$ cat config.mk
export PLATFORM = sky130hd
export DESIGN_NAME = mst_controller
export DESIGN_NICKNAME = d
export VERILOG_FILES = /design/src/rtl/core/marching_squares_triangulator_core_macros.svh /design/src/rtl/core/mst_pkg.sv /design/src/rtl/core/mst_controller.sv
export SDC_FILE = /design/constraint.sdc
export NUM_CORES = 1
export LEC_CHECK = 0
export BUFFER_PORTS_ARGS = -buffer_cell sky130_fd_sc_hd__buf_2
export CAP_MARGIN = 20
export CORE_MARGIN = 1.5
export CORE_UTILIZATION = 35
export CTS_CLUSTER_SIZE = 12
export DETAILED_ROUTE_END_ITERATION = 10
export GPL_ROUTABILITY_DRIVEN = 0
export MAX_ROUTING_LAYER = met4
export PLACE_DENSITY_LB_ADDON = 0.15
export SYNTH_ARGS = -nofsm -noshare
export SYNTH_HDL_FRONTEND = slang
export SYNTH_SLANG_ARGS = --single-unit
$ cat constraint.sdc
create_clock -name clk_i -period 3.96 [get_ports clk_i]
set_input_delay 0.396 -clock clk_i [delete_from_list [all_inputs] [get_ports clk_i]]
set_output_delay 0.396 -clock clk_i [all_outputs]
set_load 0.01 [all_outputs]
$ cat src/rtl/core/marching_squares_triangulator_core_macros.svh
// assertion macros for the marching squares triangulator core
// used by the top level only
`ifndef MARCHING_SQUARES_TRIANGULATOR_CORE_MACROS_SVH
`define MARCHING_SQUARES_TRIANGULATOR_CORE_MACROS_SVH
`ifndef NO_ASSERTIONS
`define MST_ASSERT_IMPL(label, clk, rst_n, prop) \
  label: assert property (@(posedge clk) disable iff (!rst_n) prop) \
    else $error("assertion failed");
`define MST_ASSERT_NEXT(label, clk, rst_n, ante, cons) \
  label: assert property (@(posedge clk) disable iff (!rst_n) (ante) |=> (cons)) \
    else $error("assertion failed");
`else
`define MST_ASSERT_IMPL(label, clk, rst_n, prop)
`define MST_ASSERT_NEXT(label, clk, rst_n, ante, cons)
`endif
`endif

$ cat src/rtl/core/mst_pkg.sv
// shared types, constants and tables of the marching squares triangulator
// no dependencies
`timescale 1ns / 1ps
package mst_pkg;
  localparam int MaxRows = 1024;
  localparam int MaxCols = 1024;
  localparam int RowW = $clog2(MaxRows);
  localparam int ColW = $clog2(MaxCols);
  localparam logic [16:0] OneQ14 = 17'd16384;
  localparam int CoordW = 29;

  typedef enum logic [2:0] {
    CFG_ROWS = 3'd0, CFG_COLS = 3'd1, CFG_CW = 3'd2, CFG_CH = 3'd3, CFG_ISO = 3'd4
  } cfg_idx_e;

  typedef struct packed {
    logic load;
    logic div_start;
    logic [1:0] div_edge;
    logic emit_next;
  } ctl_t;

  typedef struct packed {
    logic emit;
    logic div_busy;
    logic div_done;
    logic last;
    logic [3:0] code;
    logic [3:0] count;
  } sts_t;

  function automatic logic [3:0] tri_count(input logic [3:0] c);
    logic [3:0] r;
    unique case (c)
      4'd0: r = 4'd0; 4'd1: r = 4'd3; 4'd2: r = 4'd3; 4'd3: r = 4'd6;
      4'd4: r = 4'd3; 4'd5: r = 4'd12; 4'd6: r = 4'd6; 4'd7: r = 4'd9;
      4'd8: r = 4'd3; 4'd9: r = 4'd6; 4'd10: r = 4'd12; 4'd11: r = 4'd9;
      4'd12: r = 4'd6; 4'd13: r = 4'd9; 4'd14: r = 4'd9;
      default: r = 4'd6;
    endcase
    return r;
  endfunction

  function automatic logic [47:0] tri_row(input logic [3:0] c);
    logic [47:0] r;
    unique case (c)
      4'd1: r = {36'd0, 4'd5, 4'd4, 4'd6};
      4'd2: r = {36'd0, 4'd2, 4'd4, 4'd3};
      4'd3: r = {24'd0, 4'd5, 4'd3, 4'd2, 4'd5, 4'd6, 4'd2};
      4'd4: r = {36'd0, 4'd0, 4'd2, 4'd1};
      4'd5: r = {4'd2, 4'd0, 4'd1, 4'd0, 4'd2, 4'd4, 4'd4, 4'd0, 4'd6, 4'd4, 4'd6, 4'd5};
      4'd6: r = {24'd0, 4'd4, 4'd3, 4'd1, 4'd1, 4'd4, 4'd0};
      4'd7: r = {12'd0, 4'd3, 4'd1, 4'd0, 4'd3, 4'd0, 4'd6, 4'd3, 4'd5, 4'd6};
      4'd8: r = {36'd0, 4'd0, 4'd6, 4'd7};
      4'd9: r = {24'd0, 4'd4, 4'd5, 4'd7, 4'd7, 4'd4, 4'd0};
      4'd10: r = {4'd2, 4'd4, 4'd3, 4'd0, 4'd2, 4'd4, 4'd4, 4'd6, 4'd0, 4'd6, 4'd0, 4'd7};
      4'd11: r = {12'd0, 4'd3, 4'd2, 4'd5, 4'd2, 4'd0, 4'd5, 4'd0, 4'd5, 4'd7};
      4'd12: r = {24'd0, 4'd6, 4'd1, 4'd7, 4'd1, 4'd6, 4'd2};
      4'd13: r = {12'd0, 4'd7, 4'd5, 4'd4, 4'd4, 4'd2, 4'd7, 4'd7, 4'd2, 4'd1};
      4'd14: r = {12'd0, 4'd3, 4'd1, 4'd4, 4'd4, 4'd6, 4'd1, 4'd6, 4'd7, 4'd1};
      4'd15: r = {24'd0, 4'd7, 4'd5, 4'd3, 4'd3, 4'd7, 4'd1};
      default: r = 48'd0;
    endcase
    return r;
  endfunction

  function automatic logic [15:0] sat16(input logic signed [CoordW-1:0] v);
    logic [15:0] r;
    if (v > 32767) r = 16'h7fff;
    else if (v < -32768) r = 16'h8000;
    else r = v[15:0];
    return r;
  endfunction
endpackage

$ cat src/rtl/core/mst_controller.sv
// sequencer: accept a sample, run crossed-edge divisions, stream vertices
// depends on mst_pkg
`timescale 1ns / 1ps
module mst_controller (
  input  logic          clk_i,
  input  logic          rst_ni,
  input  logic          in_valid_i,
  output logic          in_ready_o,
  output logic          out_valid_o,
  input  logic          out_ready_i,
  output mst_pkg::ctl_t ctl_o,
  input  mst_pkg::sts_t sts_i
);
  import mst_pkg::*;

  typedef enum logic [4:0] {
    S_IDLE = 5'b00001, S_PREP = 5'b00010, S_DIV = 5'b00100,
    S_WAIT = 5'b01000, S_EMIT = 5'b10000
  } state_e;

  state_e state_q, state_d;
  logic [1:0] edge_q, edge_d;
  logic crossed;

  always_comb begin
    unique case (edge_q)
      2'd0: crossed = sts_i.code[0] != sts_i.code[1];
      2'd1: crossed = sts_i.code[0] != sts_i.code[3];
      2'd2: crossed = sts_i.code[1] != sts_i.code[2];
      default: crossed = sts_i.code[3] != sts_i.code[2];
    endcase
  end

  always_comb begin
    state_d = state_q; edge_d = edge_q;
    ctl_o = '0;
    ctl_o.div_edge = edge_q;
    in_ready_o = 1'b0; out_valid_o = 1'b0;
    unique case (state_q)
      S_IDLE: begin
        in_ready_o = 1'b1;
        if (in_valid_i) begin
          ctl_o.load = 1'b1;
          state_d = S_PREP;
        end
      end
      S_PREP: begin
        edge_d = 2'd0;
        state_d = (sts_i.emit && sts_i.count != 4'd0) ? S_DIV : S_IDLE;
      end
      S_DIV: begin
        if (crossed) begin
          ctl_o.div_start = 1'b1;
          state_d = S_WAIT;
        end else if (edge_q == 2'd3) begin
          state_d = S_EMIT;
        end else begin
          edge_d = edge_q + 2'd1;
        end
      end
      S_WAIT: begin
        if (sts_i.div_done) begin
          if (edge_q == 2'd3) state_d = S_EMIT;
          else begin
            edge_d = edge_q + 2'd1;
            state_d = S_DIV;
          end
        end
      end
      S_EMIT: begin
        out_valid_o = 1'b1;
        if (out_ready_i) begin
          ctl_o.emit_next = 1'b1;
          if (sts_i.last) state_d = S_IDLE;
        end
      end
      default: state_d = S_IDLE;
    endcase
  end

  always_ff @(posedge clk_i or negedge rst_ni) begin
    if (!rst_ni) begin
      state_q <= S_IDLE; edge_q <= '0;
    end else begin
      state_q <= state_d; edge_q <= edge_d;
    end
  end
endmodule

==> run_results.csv <==
group,metric,value,unit
outcome,status,"finished, final reports clean",
route,ant_nets,0,
power_and_ir_drop,p_int,209.2,µW
critical_path,crit_buf_inv,2,
clock_network,h-tree-depth,1,
critical_path,slowest_delay,530,ps
critical_path,arrival,1970,ps
yosys,yosys.area.top_type,"dfrtp_1",
power_and_ir_drop,p_seq_share,32.3,%
sta,finalSetupViolations,0,
clock_network,cts.sinks,7,
sta,rsz0062_at_grt,"false",
route,wl,1287,µm
power_and_ir_drop,swShare,39.01,%
floorplan,io_pins,23,
critical_path,slowest_stage,"or4_4",
critical_path,critPathRequiredTime,3560,ps
clock_network,root_buffer,"clkbuf_4",
critical_path,crit_path_cell_trace,"inv_1 > ha_1 > or4_4 > a31oi_4 > buf_2",
final_layout,nFillCells,164,
clock_network,cts_buffer_depth,2,
floorplan,initial_core_util,38.23,%
grt,grt_pass1_wl,2208,µm
power_and_ir_drop,combPwrFrac,49.0,%
sta,tightest_slew,365.1,ps
sta,max_freq,0.4233,GHz
yosys,synthesis.nets,82,
floorplan,die-area,1939,µm²
yosys,synth_warnings,0,
power_and_ir_drop,p_sw,133.8,µW
final_layout,num_antenna_cells,0,
route,drc,0,
sta,min_period,2363,ps
yosys,yosys_register_bits,7,
place,hpwl,1060,µm
floorplan,coreArea,1541,µm²
grt,grt_overflow,0,
floorplan,die-height,44.04,µm
route,avgViaCountPerCell,5.350,
yosys,synthTopCellsByArea,"dfrtp_1, ha_1, dfstp_2",
yosys,syn-cell-area,589.3,µm²
power_and_ir_drop,p_clk_share,18.7,%
grt,grt_usage,15.88,%
floorplan,die_w,44.04,µm
final_layout,synthToLayoutAreaGrowth,26.11,%
sta,period_share,59.66,%
clock_network,clk_pin_slew,50,ps
grt,grt_max_degree,8,
yosys,synth_top_cell_area_share,25.48,%
grt,grt_pass1_vias,523,
critical_path,critPathKind,"reg2out",
critical_path,worstSetupStartpointType,"register",
route,drtPass1Iterations,3,
clock_network,cts_buffers,3,
yosys,ys_types,33,
power_and_ir_drop,power_density,461.5,nW/µm²
yosys,synth-seq-area-share,29.94,%
final_layout,drive_gt1_share,36.78,%
clock_network,cts-resized-gates,0,
route,via_count,551,
route,routedWlPerCell,12.50,µm
sta,finalClockSkew,1.043,ps
place,io_buffers,21,
clock_network,insertion_delay,250,ps
flow_run,maxCapViolCount,0,
yosys,syn_area_per_cell,9.505,µm²
power_and_ir_drop,power.leakage,0.3612,nW
critical_path,crit_family,"simple AND/OR/NAND/NOR gates",
min_path,worst_hold_path_type,"in2reg",
yosys,synthCells,62,
route,detail_route.iter0.violations,5,
sta,finalHoldViolCount,0,
sta,drv_slew,0,
floorplan,rows,14,
grt,antenna_found_initial,0,
sta,finalSetupTns,0,ps
final_layout,nets,108,
clock_network,cts_tree,"yes",
critical_path,worstPathMaxFanout,7,
power_and_ir_drop,p_total,343.0,µW
sta,slew_headroom,75.34,%
critical_path,critPathCaptureType,"primary output",
power_and_ir_drop,peakVddDrop,0.0002022,V
==> what timing repair did <==
item,CTS,global route
buffers inserted,0,0
hold endpoints to repair,6,0
hold buffers,1,0
==> metal layers <==
metal	global-route usage, %	part of all wire [%]
met3	4.898	3.3
met1	19.49	48
met2	24.71	49
met5	-	0
met4	5.455	0
==> cell usage in the layout (no fill, tap or decap), types with 2 or more instances in the layout <==
cell type	netlist	final
nor2_2	2	2
nor3_1	2	2
xor2_1	3	3
nor2_1	4	4
nand3_1	3	3
a22o_1	2	2
inv_1	4	4
nand2_1	4	4
ha_1	4	4
nand3b_1	2	2
o41ai_1	2	2
clkbuf_4	0	3
and2_1	3	3
buf_2	0	21
nor2b_1	2	2
dfrtp_1	6	6
==> kinds of logic after synthesis <==
group / after synthesis / share of synthesized area (%)
simple gates: 27 / 26.54
compound gates: 15 / 25.06
flops: 7 / 29.94
buf+inv: 5 / 3.821
fa+ha+maj: 4 / 8.493
xor+xnor: 3 / 4.459
mux: 1 / 1.699
==> metrics by stage <==
stage	worst slack, ps	instance area, µm²	util, %	hold slack [ps]	cells
3_5_place_dp	1858	706.9	45.86	236.9	98
6_report	1597	743.2	48.21	337.9	103
5_1_grt	1479	743.2	48.21	332.5	103
2_1_floorplan	1957	589.3	-	100.4	62
4_1_cts	1577	743.2	48.21	331.1	103
3_3_place_gp	1865	706.9	45.86	235.4	98
==> power groups by stage <==
stage | clock network, mW | registers [mW] | logic, mW
2_1_floorplan | 0 | 0.110 | 0.122
3_3_place_gp | 0 | 0.111 | 0.163
3_5_place_dp | 0 | 0.112 | 0.168
4_1_cts | 0.0675 | 0.111 | 0.170
5_1_grt | 0.0728 | 0.114 | 0.188
6_report | 0.0642 | 0.111 | 0.168
==> Yosys cell counts <==
cell / count
a21boi_1: 1
a22o_1: 2
a22oi_2: 1
a311o_2: 1
a31o_1: 1
a31oi_4: 1
a41oi_1: 1
and2_1: 3
and3_1: 1
and4bb_1: 1
buf_4: 1
dfrtp_1: 6
dfstp_2: 1
ha_1: 4
inv_1: 4
mux2i_1: 1
nand2_1: 4
nand3_1: 3
nand3b_1: 2
nor2_1: 4
nor2_2: 2
nor2b_1: 2
nor3_1: 2
o22ai_1: 1
o311ai_1: 1
o31ai_1: 1
o32ai_1: 1
o41a_1: 1
o41ai_1: 2
or2_1: 1
or2_2: 1
or4_4: 1
xor2_1: 3
==> path summary, 6_finish.rpt <==
kind | start | end | slack (ps) | cells after the start
max in group asynchronous | rst_ni | state_q[0] | 3230 | 2
worst max-delay path | edge_q[0] | ctl_o[3] | 1600 | 5
worst min register to register | edge_q[1] | edge_q[1] | 620 | 1
min in group asynchronous | rst_ni | state_q[2] | 500 | 2
worst min-delay path | in_valid_i | state_q[0] | 340 | 2
worst max register to register | edge_q[0] | edge_q[0] | 1950 | 6
==> flip-flops by register name (all words and copies together) (netlist names) <==
signal / flops
edge_q: 2
state_q: 5
==> layout make-up <==
| type | count | area (µm²) | area share, % |
|---|---|---|---|
| inverter | 4 | 15.01 | 2.020 |
| timing repair buffer | 22 | 115.1 | 15.49 |
| clock buffer | 4 | 26.28 | 3.535 |
| sequential | 7 | 176.4 | 23.74 |
| tap | 16 | 20.02 | 2.694 |
| multi-input combinational | 50 | 390.4 | 52.53 |
Power figures use the tool's default switching activity.
